$ cat config.mk
export PLATFORM = sky130hd
export DESIGN_NAME = retransmit_tracker_with_rto
export DESIGN_NICKNAME = d
export VERILOG_FILES = /design/src/hdl/rtx_pkg.sv /design/src/hdl/retransmit_tracker_with_rto.sv /design/src/hdl/rtx_ctrl.sv /design/src/hdl/rtx_dpath.sv
export SDC_FILE = /design/constraint.sdc
export NUM_CORES = 2
export LEC_CHECK = 0
export BUFFER_PORTS_ARGS = -buffer_cell sky130_fd_sc_hd__buf_2
export CORE_MARGIN = 2
export CORE_UTILIZATION = 40
export CTS_CLUSTER_DIAMETER = 60
export CTS_CLUSTER_SIZE = 20
export DETAILED_ROUTE_END_ITERATION = 12
export GPL_ROUTABILITY_DRIVEN = 1
export PLACE_DENSITY = 0.63
export SYNTH_ARGS = -nofsm -noshare
export SYNTH_HDL_FRONTEND = slang
export SYNTH_SLANG_ARGS = --single-unit
$ cat constraint.sdc
create_clock -name i_clk -period 14 [get_ports i_clk]
set_input_delay 2.1 -clock i_clk [delete_from_list [all_inputs] [get_ports i_clk]]
set_output_delay 2.1 -clock i_clk [all_outputs]
set_load 0.05 [all_outputs]
$ cat src/hdl/rtx_pkg.sv
// Shared constants, codes and control/status types of the retransmit tracker.
package rtx_pkg;

    localparam int TableDepthDef   = 32;
    localparam int FractionBitsDef = 4;
    localparam int MaxOut          = 32;

    localparam logic [1:0] CMD_ALLOC = 2'd0;
    localparam logic [1:0] CMD_TRACK = 2'd1;
    localparam logic [1:0] CMD_ACK   = 2'd2;
    localparam logic [1:0] CMD_TICK  = 2'd3;

    localparam logic [2:0] KIND_ALLOC   = 3'd0;
    localparam logic [2:0] KIND_TRACKED = 3'd1;
    localparam logic [2:0] KIND_FULL    = 3'd2;
    localparam logic [2:0] KIND_ACK     = 3'd3;
    localparam logic [2:0] KIND_UNKNOWN = 3'd4;
    localparam logic [2:0] KIND_RETX    = 3'd5;
    localparam logic [2:0] KIND_NONE    = 3'd6;

    localparam logic [1:0] CFG_RETRY_LIMIT = 2'd0;
    localparam logic [1:0] CFG_FLOOR       = 2'd1;
    localparam logic [1:0] CFG_CEILING     = 2'd2;

    localparam logic [3:0]  RetryLimitRst = 4'd5;
    localparam logic [15:0] FloorRst      = 16'd100;
    localparam logic [15:0] CeilingRst    = 16'd3000;
    localparam logic [15:0] TimeoutRst    = 16'd200;
    localparam logic [31:0] NextSeqRst    = 32'd1;

    typedef struct packed {
        logic latch_in;
        logic scan_clr;
        logic mem_rd;
        logic eval;
        logic idx_inc;
        logic finish;
        logic est_srtt;
        logic est_var;
        logic est_rto;
        logic push;
        logic push_last;
    } t_rtx_cmd;

    typedef struct packed {
        logic [1:0] cmd;
        logic       can_push;
        logic       due;
        logic       res_valid;
        logic       stop;
        logic       hit;
    } t_rtx_stat;

endpackage

$ cat src/hdl/retransmit_tracker_with_rto.sv
// Allocate goes through dispatch and finish to its result; track and ack read and
// then evaluate each table entry in turn, and an ack hit goes on to the estimator.
// A tick scans every entry unless it stops after 32 reports, and waits while a due
// entry finds no free output slot. One item is in work at a time; a new item is
// taken in the cycle after its last result is placed, even while that result waits.
// Synchronous active-low reset clears the table's valid bits and the estimator.
module retransmit_tracker_with_rto #(
    parameter int TABLE_DEPTH   = rtx_pkg::TableDepthDef,
    parameter int FRACTION_BITS = rtx_pkg::FractionBitsDef
) (
    input  logic        i_clk,
    input  logic        i_rst_n,
    input  logic        i_in_valid,
    output logic        o_in_ready,
    input  logic [1:0]  i_command,
    input  logic [31:0] i_sequence_req,
    input  logic [47:0] i_time_ms,
    output logic        o_out_valid,
    input  logic        i_out_ready,
    output logic [2:0]  o_kind,
    output logic [31:0] o_sequence_out,
    output logic [15:0] o_timeout_ms,
    output logic [15:0] o_smoothed_rtt_ms,
    output logic        o_last,
    input  logic        i_cfg_valid,
    output logic        o_cfg_ready,
    input  logic [1:0]  i_cfg_index,
    input  logic [15:0] i_cfg_data
);

    rtx_pkg::t_rtx_cmd  w_cmd;
    rtx_pkg::t_rtx_stat w_stat;

    assign o_cfg_ready = 1'b1;

    rtx_ctrl u_ctrl (
        .i_clk      (i_clk),
        .i_rst_n    (i_rst_n),
        .i_in_valid (i_in_valid),
        .o_in_ready (o_in_ready),
        .i_stat     (w_stat),
        .o_cmd      (w_cmd)
    );

    rtx_dpath #(
        .TABLE_DEPTH   (TABLE_DEPTH),
        .FRACTION_BITS (FRACTION_BITS)
    ) u_dpath (
        .i_clk             (i_clk),
        .i_rst_n           (i_rst_n),
        .i_cmd             (w_cmd),
        .o_stat            (w_stat),
        .i_command         (i_command),
        .i_sequence_req    (i_sequence_req),
        .i_time_ms         (i_time_ms),
        .i_cfg_valid       (i_cfg_valid),
        .i_cfg_index       (i_cfg_index),
        .i_cfg_data        (i_cfg_data),
        .o_out_valid       (o_out_valid),
        .i_out_ready       (i_out_ready),
        .o_kind            (o_kind),
        .o_sequence_out    (o_sequence_out),
        .o_timeout_ms      (o_timeout_ms),
        .o_smoothed_rtt_ms (o_smoothed_rtt_ms),
        .o_last            (o_last)
    );

endmodule

$ cat src/hdl/rtx_ctrl.sv
// Controller state machine of the retransmit tracker.
module rtx_ctrl (
    input  logic               i_clk,
    input  logic               i_rst_n,
    input  logic               i_in_valid,
    output logic               o_in_ready,
    input  rtx_pkg::t_rtx_stat i_stat,
    output rtx_pkg::t_rtx_cmd  o_cmd
);

    localparam logic [3:0] S_IDLE     = 4'd0;
    localparam logic [3:0] S_DISPATCH = 4'd1;
    localparam logic [3:0] S_READ     = 4'd2;
    localparam logic [3:0] S_EVAL     = 4'd3;
    localparam logic [3:0] S_FINISH   = 4'd4;
    localparam logic [3:0] S_EST1     = 4'd5;
    localparam logic [3:0] S_EST2     = 4'd6;
    localparam logic [3:0] S_EST3     = 4'd7;
    localparam logic [3:0] S_PUSH     = 4'd8;

    logic [3:0] r_state;
    logic [3:0] n_state;
    logic       w_tick;
    logic       w_hold;

    assign o_in_ready = (r_state == S_IDLE);
    assign w_tick     = (i_stat.cmd == rtx_pkg::CMD_TICK);
    // A due entry can only replace the held result once that result has a free output slot.
    assign w_hold     = w_tick && i_stat.due && i_stat.res_valid && !i_stat.can_push;

    always_comb begin
        n_state = r_state;
        o_cmd   = '0;
        case (r_state)
            S_IDLE: begin
                if (i_in_valid) begin
                    o_cmd.latch_in = 1'b1;
                    n_state        = S_DISPATCH;
                end
            end
            S_DISPATCH: begin
                if (i_stat.cmd == rtx_pkg::CMD_ALLOC) begin
                    n_state = S_FINISH;
                end else begin
                    o_cmd.scan_clr = 1'b1;
                    n_state        = S_READ;
                end
            end
            S_READ: begin
                o_cmd.mem_rd = 1'b1;
                n_state      = S_EVAL;
            end
            S_EVAL: begin
                if (!w_hold) begin
                    o_cmd.eval = 1'b1;
                    o_cmd.push = w_tick && i_stat.due && i_stat.res_valid;
                    if (i_stat.stop) begin
                        n_state = S_FINISH;
                    end else begin
                        o_cmd.idx_inc = 1'b1;
                        n_state       = S_READ;
                    end
                end
            end
            S_FINISH: begin
                o_cmd.finish = 1'b1;
                if (i_stat.cmd == rtx_pkg::CMD_ACK && i_stat.hit) begin
                    n_state = S_EST1;
                end else begin
                    n_state = S_PUSH;
                end
            end
            S_EST1: begin
                o_cmd.est_srtt = 1'b1;
                n_state        = S_EST2;
            end
            S_EST2: begin
                o_cmd.est_var = 1'b1;
                n_state       = S_EST3;
            end
            S_EST3: begin
                o_cmd.est_rto = 1'b1;
                n_state       = S_PUSH;
            end
            S_PUSH: begin
                if (i_stat.can_push) begin
                    o_cmd.push      = 1'b1;
                    o_cmd.push_last = 1'b1;
                    n_state         = S_IDLE;
                end
            end
            default: begin
                n_state = S_IDLE;
            end
        endcase
    end

    always_ff @(posedge i_clk) begin
        if (!i_rst_n) begin
            r_state <= S_IDLE;
        end else begin
            r_state <= n_state;
        end
    end

endmodule

$ cat src/hdl/rtx_dpath.sv
// Datapath of the retransmit tracker: entry table, scan, RTT estimator and result register.
module rtx_dpath #(
    parameter int TABLE_DEPTH   = rtx_pkg::TableDepthDef,
    parameter int FRACTION_BITS = rtx_pkg::FractionBitsDef
) (
    input  logic               i_clk,
    input  logic               i_rst_n,
    input  rtx_pkg::t_rtx_cmd  i_cmd,
    output rtx_pkg::t_rtx_stat o_stat,
    input  logic [1:0]         i_command,
    input  logic [31:0]        i_sequence_req,
    input  logic [47:0]        i_time_ms,
    input  logic               i_cfg_valid,
    input  logic [1:0]         i_cfg_index,
    input  logic [15:0]        i_cfg_data,
    output logic               o_out_valid,
    input  logic               i_out_ready,
    output logic [2:0]         o_kind,
    output logic [31:0]        o_sequence_out,
    output logic [15:0]        o_timeout_ms,
    output logic [15:0]        o_smoothed_rtt_ms,
    output logic               o_last
);

    localparam int IW = (TABLE_DEPTH > 1) ? $clog2(TABLE_DEPTH) : 1;
    localparam int SW = 16 + FRACTION_BITS;
    localparam int CW = $clog2(rtx_pkg::MaxOut + 1);
    localparam logic [IW-1:0] IdxLast  = IW'(TABLE_DEPTH - 1);
    localparam logic [CW-1:0] CountTop = CW'(rtx_pkg::MaxOut - 1);

    // Entry table.
    logic [31:0] r_mem_seq   [TABLE_DEPTH];
    logic [47:0] r_mem_time  [TABLE_DEPTH];
    logic [3:0]  r_mem_retry [TABLE_DEPTH];
    logic [31:0] r_rd_seq;
    logic [47:0] r_rd_time;
    logic [3:0]  r_rd_retry;
    logic [TABLE_DEPTH-1:0] r_valid;

    // Latched input item.
    logic [1:0]  r_cmd;
    logic [31:0] r_seq_req;
    logic [47:0] r_now;

    // Scan state.
    logic [IW-1:0] r_idx;
    logic          r_hit;
    logic [IW-1:0] r_hit_idx;
    logic [47:0]   r_hit_time;
    logic          r_free;
    logic [IW-1:0] r_free_idx;
    logic [CW-1:0] r_count;

    // Held result.
    logic          r_res_valid;
    logic [2:0]    r_res_kind;
    logic [31:0]   r_res_seq;

    // Estimator and configuration.
    logic [15:0]   r_sample;
    logic [SW-1:0] r_srtt;
    logic [SW-1:0] r_var;
    logic [15:0]   r_cur_timeout;
    logic [31:0]   r_next_seq;
    logic [3:0]    r_retry_limit;
    logic [15:0]   r_floor;
    logic [15:0]   r_ceiling;

    // Output register.
    logic          r_out_valid;
    logic [2:0]    r_out_kind;
    logic [31:0]   r_out_seq;
    logic [15:0]   r_out_timeout;
    logic [15:0]   r_out_srtt;
    logic          r_out_last;

    logic          w_search;
    logic          w_tick;
    logic          w_match;
    logic [48:0]   w_tick_diff;
    logic          w_expired;
    logic          w_due;
    logic [48:0]   w_ack_diff;
    logic [15:0]   w_sample;
    logic          w_can_push;

    logic          w_we;
    logic [IW-1:0] w_waddr;
    logic [31:0]   w_wseq;
    logic [47:0]   w_wtime;
    logic [3:0]    w_wretry;
    logic [IW-1:0] w_slot;

    logic [SW-1:0] w_s;
    logic [SW+2:0] w_srtt_sum;
    logic [SW-1:0] w_gap;
    logic [SW+1:0] w_var_sum;
    logic [SW+2:0] w_rto_sum;
    logic [18:0]   w_rto;
    logic [18:0]   w_rto_lo;
    logic [15:0]   w_rto_cl;

    assign w_search = (r_cmd == rtx_pkg::CMD_TRACK) || (r_cmd == rtx_pkg::CMD_ACK);
    assign w_tick   = (r_cmd == rtx_pkg::CMD_TICK);
    assign w_match  = r_valid[r_idx] && (r_rd_seq == r_seq_req);

    // An entry stamped later than now never counts as expired.
    assign w_tick_diff = {1'b0, r_now} - {1'b0, r_rd_time};
    assign w_expired   = !w_tick_diff[48] && (w_tick_diff[47:0] > {32'd0, r_cur_timeout});
    assign w_due       = r_valid[r_idx] && w_expired && (r_rd_retry < r_retry_limit);

    assign w_ack_diff = {1'b0, r_now} - {1'b0, r_hit_time};
    always_comb begin
        if (w_ack_diff[48]) begin
            w_sample = 16'd0;
        end else if (|w_ack_diff[47:16]) begin
            w_sample = 16'hFFFF;
        end else begin
            w_sample = w_ack_diff[15:0];
        end
    end

    assign w_can_push = !r_out_valid || i_out_ready;
    assign w_slot     = r_hit ? r_hit_idx : r_free_idx;

    always_comb begin
        o_stat.cmd       = r_cmd;
        o_stat.can_push  = w_can_push;
        o_stat.due       = w_tick && w_due;
        o_stat.res_valid = r_res_valid;
        o_stat.hit       = r_hit;
        o_stat.stop      = (r_idx == IdxLast) || (w_search && w_match) ||
                           (w_tick && w_due && (r_count == CountTop));
    end

    // Single write port: tick re-stamps the scanned entry, track fills its slot.
    always_comb begin
        w_we     = 1'b0;
        w_waddr  = r_idx;
        w_wseq   = r_rd_seq;
        w_wtime  = r_now;
        w_wretry = r_rd_retry + 4'd1;
        if (i_cmd.eval && w_tick && w_due) begin
            w_we = 1'b1;
        end else if (i_cmd.finish && (r_cmd == rtx_pkg::CMD_TRACK) && (r_hit || r_free)) begin
            w_we     = 1'b1;
            w_waddr  = w_slot;
            w_wseq   = r_seq_req;
            w_wretry = 4'd0;
        end
    end

    always_ff @(posedge i_clk) begin
        if (w_we) begin
            r_mem_seq[w_waddr]   <= w_wseq;
            r_mem_time[w_waddr]  <= w_wtime;
            r_mem_retry[w_waddr] <= w_wretry;
        end
        if (i_cmd.mem_rd) begin
            r_rd_seq   <= r_mem_seq[r_idx];
            r_rd_time  <= r_mem_time[r_idx];
            r_rd_retry <= r_mem_retry[r_idx];
        end
    end

    // Estimator arithmetic, values carry FRACTION_BITS fraction bits.
    assign w_s        = {r_sample, {FRACTION_BITS{1'b0}}};
    assign w_srtt_sum = {r_srtt, 3'b000} - {3'b000, r_srtt} + {3'b000, w_s};
    assign w_gap      = (w_s >= r_srtt) ? (w_s - r_srtt) : (r_srtt - w_s);
    assign w_var_sum  = {1'b0, r_var, 1'b0} + {2'b00, r_var} + {2'b00, w_gap};
    assign w_rto_sum  = {3'b000, r_srtt} + {1'b0, r_var, 2'b00};
    assign w_rto      = w_rto_sum[SW+2:FRACTION_BITS];
    assign w_rto_lo   = (w_rto < {3'b000, r_floor}) ? {3'b000, r_floor} : w_rto;
    // The ceiling is applied last, so it wins over a floor set above it.
    assign w_rto_cl   = (w_rto_lo > {3'b000, r_ceiling}) ? r_ceiling : w_rto_lo[15:0];

    always_ff @(posedge i_clk) begin
        if (i_cmd.latch_in) begin
            r_cmd     <= i_command;
            r_seq_req <= i_sequence_req;
            r_now     <= i_time_ms;
        end
        if (i_cmd.eval && w_search && w_match) begin
            r_hit_idx  <= r_idx;
            r_hit_time <= r_rd_time;
        end
        if (i_cmd.eval && w_search && !r_valid[r_idx] && !r_free) begin
            r_free_idx <= r_idx;
        end
        if (i_cmd.finish && (r_cmd == rtx_pkg::CMD_ACK)) begin
            r_sample <= w_sample;
        end
        if (i_cmd.push) begin
            r_out_kind    <= r_res_kind;
            r_out_seq     <= r_res_seq;
            r_out_timeout <= r_cur_timeout;
            r_out_srtt    <= r_srtt[SW-1:FRACTION_BITS];
            r_out_last    <= i_cmd.push_last;
        end
    end

    always_ff @(posedge i_clk) begin
        if (!i_rst_n) begin
            r_valid       <= '0;
            r_idx         <= '0;
            r_hit         <= 1'b0;
            r_free        <= 1'b0;
            r_count       <= '0;
            r_res_valid   <= 1'b0;
            r_res_kind    <= rtx_pkg::KIND_NONE;
            r_res_seq     <= '0;
            r_srtt        <= '0;
            r_var         <= '0;
            r_cur_timeout <= rtx_pkg::TimeoutRst;
            r_next_seq    <= rtx_pkg::NextSeqRst;
            r_retry_limit <= rtx_pkg::RetryLimitRst;
            r_floor       <= rtx_pkg::FloorRst;
            r_ceiling     <= rtx_pkg::CeilingRst;
            r_out_valid   <= 1'b0;
        end else begin
            if (i_cfg_valid) begin
                case (i_cfg_index)
                    rtx_pkg::CFG_RETRY_LIMIT: r_retry_limit <= i_cfg_data[3:0];
                    rtx_pkg::CFG_FLOOR:       r_floor       <= i_cfg_data;
                    rtx_pkg::CFG_CEILING:     r_ceiling     <= i_cfg_data;
                    default: begin
                    end
                endcase
            end

            if (i_cmd.scan_clr) begin
                r_idx       <= '0;
                r_hit       <= 1'b0;
                r_free      <= 1'b0;
                r_count     <= '0;
                r_res_valid <= 1'b0;
            end else if (i_cmd.idx_inc) begin
                r_idx <= r_idx + 1'b1;
            end

            if (i_cmd.eval) begin
                if (w_search && w_match) begin
                    r_hit <= 1'b1;
                end
                if (w_search && !r_valid[r_idx]) begin
                    r_free <= 1'b1;
                end
                if (w_tick && w_due) begin
                    r_res_valid <= 1'b1;
                    r_res_kind  <= rtx_pkg::KIND_RETX;
                    r_res_seq   <= r_rd_seq;
                    r_count     <= r_count + 1'b1;
                end
            end

            if (i_cmd.finish) begin
                case (r_cmd)
                    rtx_pkg::CMD_ALLOC: begin
                        r_res_kind <= rtx_pkg::KIND_ALLOC;
                        r_res_seq  <= r_next_seq;
                        r_next_seq <= r_next_seq + 32'd1;
                    end
                    rtx_pkg::CMD_TRACK: begin
                        r_res_seq <= r_seq_req;
                        if (r_hit || r_free) begin
                            r_valid[w_slot] <= 1'b1;
                            r_res_kind      <= rtx_pkg::KIND_TRACKED;
                        end else begin
                            r_res_kind <= rtx_pkg::KIND_FULL;
                        end
                    end
                    rtx_pkg::CMD_ACK: begin
                        r_res_seq <= r_seq_req;
                        if (r_hit) begin
                            r_valid[r_hit_idx] <= 1'b0;
                            r_res_kind         <= rtx_pkg::KIND_ACK;
                        end else begin
                            r_res_kind <= rtx_pkg::KIND_UNKNOWN;
                        end
                    end
                    rtx_pkg::CMD_TICK: begin
                        if (!r_res_valid) begin
                            r_res_kind <= rtx_pkg::KIND_NONE;
                            r_res_seq  <= '0;
                        end
                    end
                    default: begin
                    end
                endcase
            end

            if (i_cmd.est_srtt) begin
                r_srtt <= (r_srtt == '0) ? w_s : w_srtt_sum[SW+2:3];
            end
            if (i_cmd.est_var) begin
                r_var <= (r_var == '0) ? {1'b0, w_s[SW-1:1]} : w_var_sum[SW+1:2];
            end
            if (i_cmd.est_rto) begin
                r_cur_timeout <= w_rto_cl;
            end

            if (i_cmd.push) begin
                r_out_valid <= 1'b1;
            end else if (i_out_ready) begin
                r_out_valid <= 1'b0;
            end
        end
    end

    assign o_out_valid       = r_out_valid;
    assign o_kind            = r_out_kind;
    assign o_sequence_out    = r_out_seq;
    assign o_timeout_ms      = r_out_timeout;
    assign o_smoothed_rtt_ms = r_out_srtt;
    assign o_last            = r_out_last;

endmodule

==> key figures <==
Route
  – Routed len/inst: 30.4 microns
  – First drt pass iteration count: 6
  – Via count: 73500
  – Via density per instance: 5.90
  – DR iter-0 viols: around 9000
  – Drt total wl: 378000 microns
  – ANT nets after route: 0
  – Residual DRC: 0

Worst setup path
  – CP cell instances: inv_1, fa_1, nand2b_1, a21oi_1, o21ai_1, nor2b_1, o21ai_0, xor2_1, ha_1, and4_1, nand3_1, o21bai_1, a21oi_1, nor4_1, nand4_1, nor4bb_1, and4_1, a211oi_4, buf_4, a32oi_2, buf_4, nor3_2, buf_4, buf_4
  – Worst path required time: 14.54 ns
  – Bufs and invs on worst path: 5
  – Crit path largest cell delay: about 1.2 ns
  – Critical path peak fanout: 51
  – CP Launch Point: u_dpath.r_now[1]
  – Worst Path Arrival: between 9 and 10 ns
  – Worst Setup End Kind: flip-flop
  – Crit-path most repeated cell: buf_4
  – Critical path class: reg2reg
  – R2R Path Start: u_dpath.r_now[1]
  – Slowest stage cell, crit path: edfxtp_1
  – Top delay family on crit path: buffers and inverters
  – Startpoint Class: flip-flop

Placed design
  – Port bufs: roughly 170
  – Placed cell area: ~0.14 sq mm
  – Hpwl dp: between 200000 and 250000 microns
  – GP Congestion: roughly 0.9

Yosys
  – Distinct cells, synth: between 90 and 100
  – Post-synthesis simple-gate area fraction: under 10%
  – Synthesized area: around 0.14 sq mm
  – Syn_nets: 7935
  – XOR/XNOR Fraction of Synth Area: approximately 1.1%
  – Synthesis Warnings: 0
  – Mapped Cells: between 7000 and 8000
  – Largest family of logic cells by synthesized area: multiplexers
  – Synth Register Bits: 3206
  – Fraction of synthesized area in multiplexers: roughly 15%
  – Async SR Flop Fraction: 0%
  – Post-Synth Adder-Cell Area: around 2.8%
  – Ys flop type: edfxtp_1
  – Compound-Gate Fraction of Synth Area: about 5%
  – Avg Inst Size Synth: about 18 sq um
  – Sequential share of the synthesized area: between 60% and 70%
  – EDFF count, synth: between 2000 and 3000

Clock tree
  – Post-CTS setup buffer count: 0
  – Clk Latency, worst-skew pair: between 0.9 and 1 ns
  – CTS-repair resized insts: 0
  – Num CTS Buffers: ~220
  – H-tree depth: 4
  – Clock Root Buffer: clkbuf_16
  – # hold bufs at CTS: 0
  – Clk slew on worst S/H paths: 0.08 ns
  – CTS tree: built
  – CTS sink count: around 3200
  – Clock Path Buffers: 4

Die
  – Cell Rows: between 200 and 250
  – Die area: 0.342 sq mm
  – Die Width: around 590 microns
  – Initial core utilization: about 40%
  – I/O pin total: between 150 and 200
  – Die H: between 500 and 600 microns
  – Core area: between 0.3 and 0.4 sq mm

STA
  – Worst Max-Slew Pin Slew: roughly 1.3 ns
  – Rel. slew slack: between 10 and 15%
  – Setup Skew: roughly 0.066 ns
  – Final Cycle Share: approximately three fifths
  – TNS Setup: 0 ns
  – Final Hold Viols: 0
  – Slew Limit Fails: 0
  – Final setup vio count: 0
  – Fin crit period: around 8.6 ns
  – FMAX: around 120 MHz
  – Hold WS: 0.432 ns
  – RSZ-0062 raised after global routing: false

Power
  – Power per cell area: between 100 and 150 mW/mm^2
  – Sequential Power Share: 58.7%
  – Switching share of total power: 22.5%
  – P_leak: around 47 nW
  – Internal power: roughly 14 mW
  – Logic pwr share: under 10%
  – Psw: 4.04 mW
  – Max IR drop VDD: 0.112 mV
  – Clock Power Share: 36.9%

Global routing
  – Total GRT Usage: 21.8%
  – Pin count of the biggest net entering global routing: between 100 and 150
  – First-pass GRT wire length: ~540000 microns
  – Initial antenna violation count: 22
  – Vias in the first global route: roughly 72000
  – Total gr overflow: 0

Final layout
  – Final-layout fill cell count: ~29000
  – Syn-to-layout area delta: 10.4%
  – Design area: ~0.15 sq mm
  – Nets: ~8200
  – Layout cells sized above 1: 22.0%
  – Final core occ: ~44%

Run status
  – Outcome: complete, no violations

Hold path
  – Startpoint of the lowest-slack hold path: u_dpath.r_res_seq[6]
  – Worst Hold Class: reg2reg

Flow run
  – Maximum capacitance violations: 0
-- path summary, 6_finish.rpt --
check / end / cells after the start / slack, ns
hold / removal: u_dpath.o_sequence_out[6] / 0 / 0.43
hold reg to reg: u_dpath.o_sequence_out[6] / 0 / 0.43
setup / recovery: u_dpath.r_mem_time[31][41] / 24 / 5.41
setup reg to reg: u_dpath.r_mem_time[31][41] / 24 / 5.41
-- synthesized netlist by cell type, drive strengths merged (11+ instances only) --
cell	instances	area [sq um]
clkbuf	262	983
or3	25	156
xor2	75	657
edfxtp	2996	90000
inv	349	1310
nand3	71	355
fa	39	781
o21a	36	270
o2111ai	11	103
o211ai	44	330
a21o	117	878
ha	245	3070
nand3b	12	90.1
a2111oi	13	120
and2	21	131
a311o	33	330
a21oi	341	1710
buf	95	403
and3	54	338
nor2b	24	150
a31oi	56	357
nor3b	12	90.1
nand4	40	250
a221oi	11	96.3
o31ai	11	82.6
mux2i	29	290
mux4	850	19100
nor3	130	651
o22ai	12	75.1
dfxtp	210	4200
nand2b	26	163
a211oi	61	475
nor4	39	244
nand2	371	1390
o21bai	35	263
or2	12	75.1
nor2	288	1080
mux2	97	1090
o21ai	164	825
xnor2	91	797
-- power by group through the flow --
stage | Sequential [mW] | Clock (mW) | Combinational (mW)
after global placement | 10.8 | 0 | 0.774
after global routing | 10.6 | 7.08 | 0.851
after floorplan | 10.8 | 0 | 0.421
after CTS | 10.5 | 6.76 | 0.789
final | 10.5 | 6.63 | 0.788
after detailed placement | 10.8 | 0 | 0.787
-- state kept, by name (all words and copies together), names as in the netlist, 5 cells and up --
signal / flops
u_dpath.r_ceiling: 16
u_dpath.r_sample: 16
u_dpath.r_count: 6
u_dpath.r_hit_time: 48
u_dpath.r_mem_retry: 128
u_dpath.r_srtt: 20
u_dpath.r_next_seq: 32
u_dpath.r_floor: 16
u_dpath.r_rd_time: 48
u_dpath.r_now: 48
u_dpath.o_timeout_ms: 16
u_dpath.r_var: 20
u_dpath.r_cur_timeout: 16
u_dpath.r_res_seq: 32
u_dpath.r_hit_idx: 5
u_dpath.o_sequence_out: 32
u_dpath.o_smoothed_rtt_ms: 16
u_dpath.r_free_idx: 5
u_dpath.r_mem_seq: 1024
u_dpath.r_mem_time: 1536
u_dpath.r_rd_seq: 32
u_dpath.r_valid: 32
u_dpath.r_idx: 5
u_dpath.r_seq_req: 32
-- routing by layer --
layer  up-vias  share of wire (%)  GRT usage, %
li1      30800                  -             -
met1     39100                 41          29.7
met2      3095                 49          36.6
met3       520                6.8          2.59
met4         4                3.4          6.62
met5         -             0.0061             0
-- per-stage QoR --
| stage | instances | setup slack [ns] | total power [mW] |
|---|---|---|---|
| 2_1_floorplan | 7546 | 3.18 | 11.2 |
| 3_3_place_gp | 12100 | 5.60 | 11.5 |
| 3_5_place_dp | 12100 | 5.47 | 11.6 |
| 4_1_cts | 12400 | 5.44 | 18.1 |
| 5_1_grt | 12400 | 4.93 | 18.5 |
| 6_report | 12500 | 5.41 | 18.0 |
-- kinds of logic after synthesis --
logic type / after synthesis
buffers and inverters: 707
adder cells (fa/ha/maj): 284
AND/OR/NAND/NOR: 1153
AO/OA/AOI/OAI: 1053
multiplexers: 976
other: 1
XOR/XNOR: 166
flip-flops: 3206
-- layout make-up --
cell class                 instances  area [sq um]  share of cell area [%]
sequential                      3206         94200                    63.2
multi-input combinational       3633         38400                    25.8
clock buffer                     253          5770                    3.87
tap                             4515          5650                    3.79
timing repair buffer             386          2500                    1.68
inverter                         350          1320                   0.883
clock inverter                   103          1260                   0.847
antenna                            6          15.0                  0.0101
-- placed cells by master, fill, tap and decap left out, types with 26 or more instances in the layout --
master     instances
dfxtp_1          205
xor2_1            75
a31oi_1           52
nand4_1           40
nor4_1            38
nor3_2            32
o211ai_1          44
mux4_2           850
o21ai_0          134
buf_2            174
o21bai_1          35
fa_1              39
mux2_2            97
a21o_1           117
nor2_1           281
inv_1            348
edfxtp_1        2996
clkbuf_16        226
a311o_1           33
ha_1             244
o21a_1            36
a211oi_1          59
xnor2_1           91
buf_4            209
nand3_1           71
a21oi_1          339
mux2i_1           29
and3_1            54
o21ai_1           29
nor3_1            98
nand2_1          370
nand2b_1          26
Note: power is estimated with default switching activity, not from simulation.
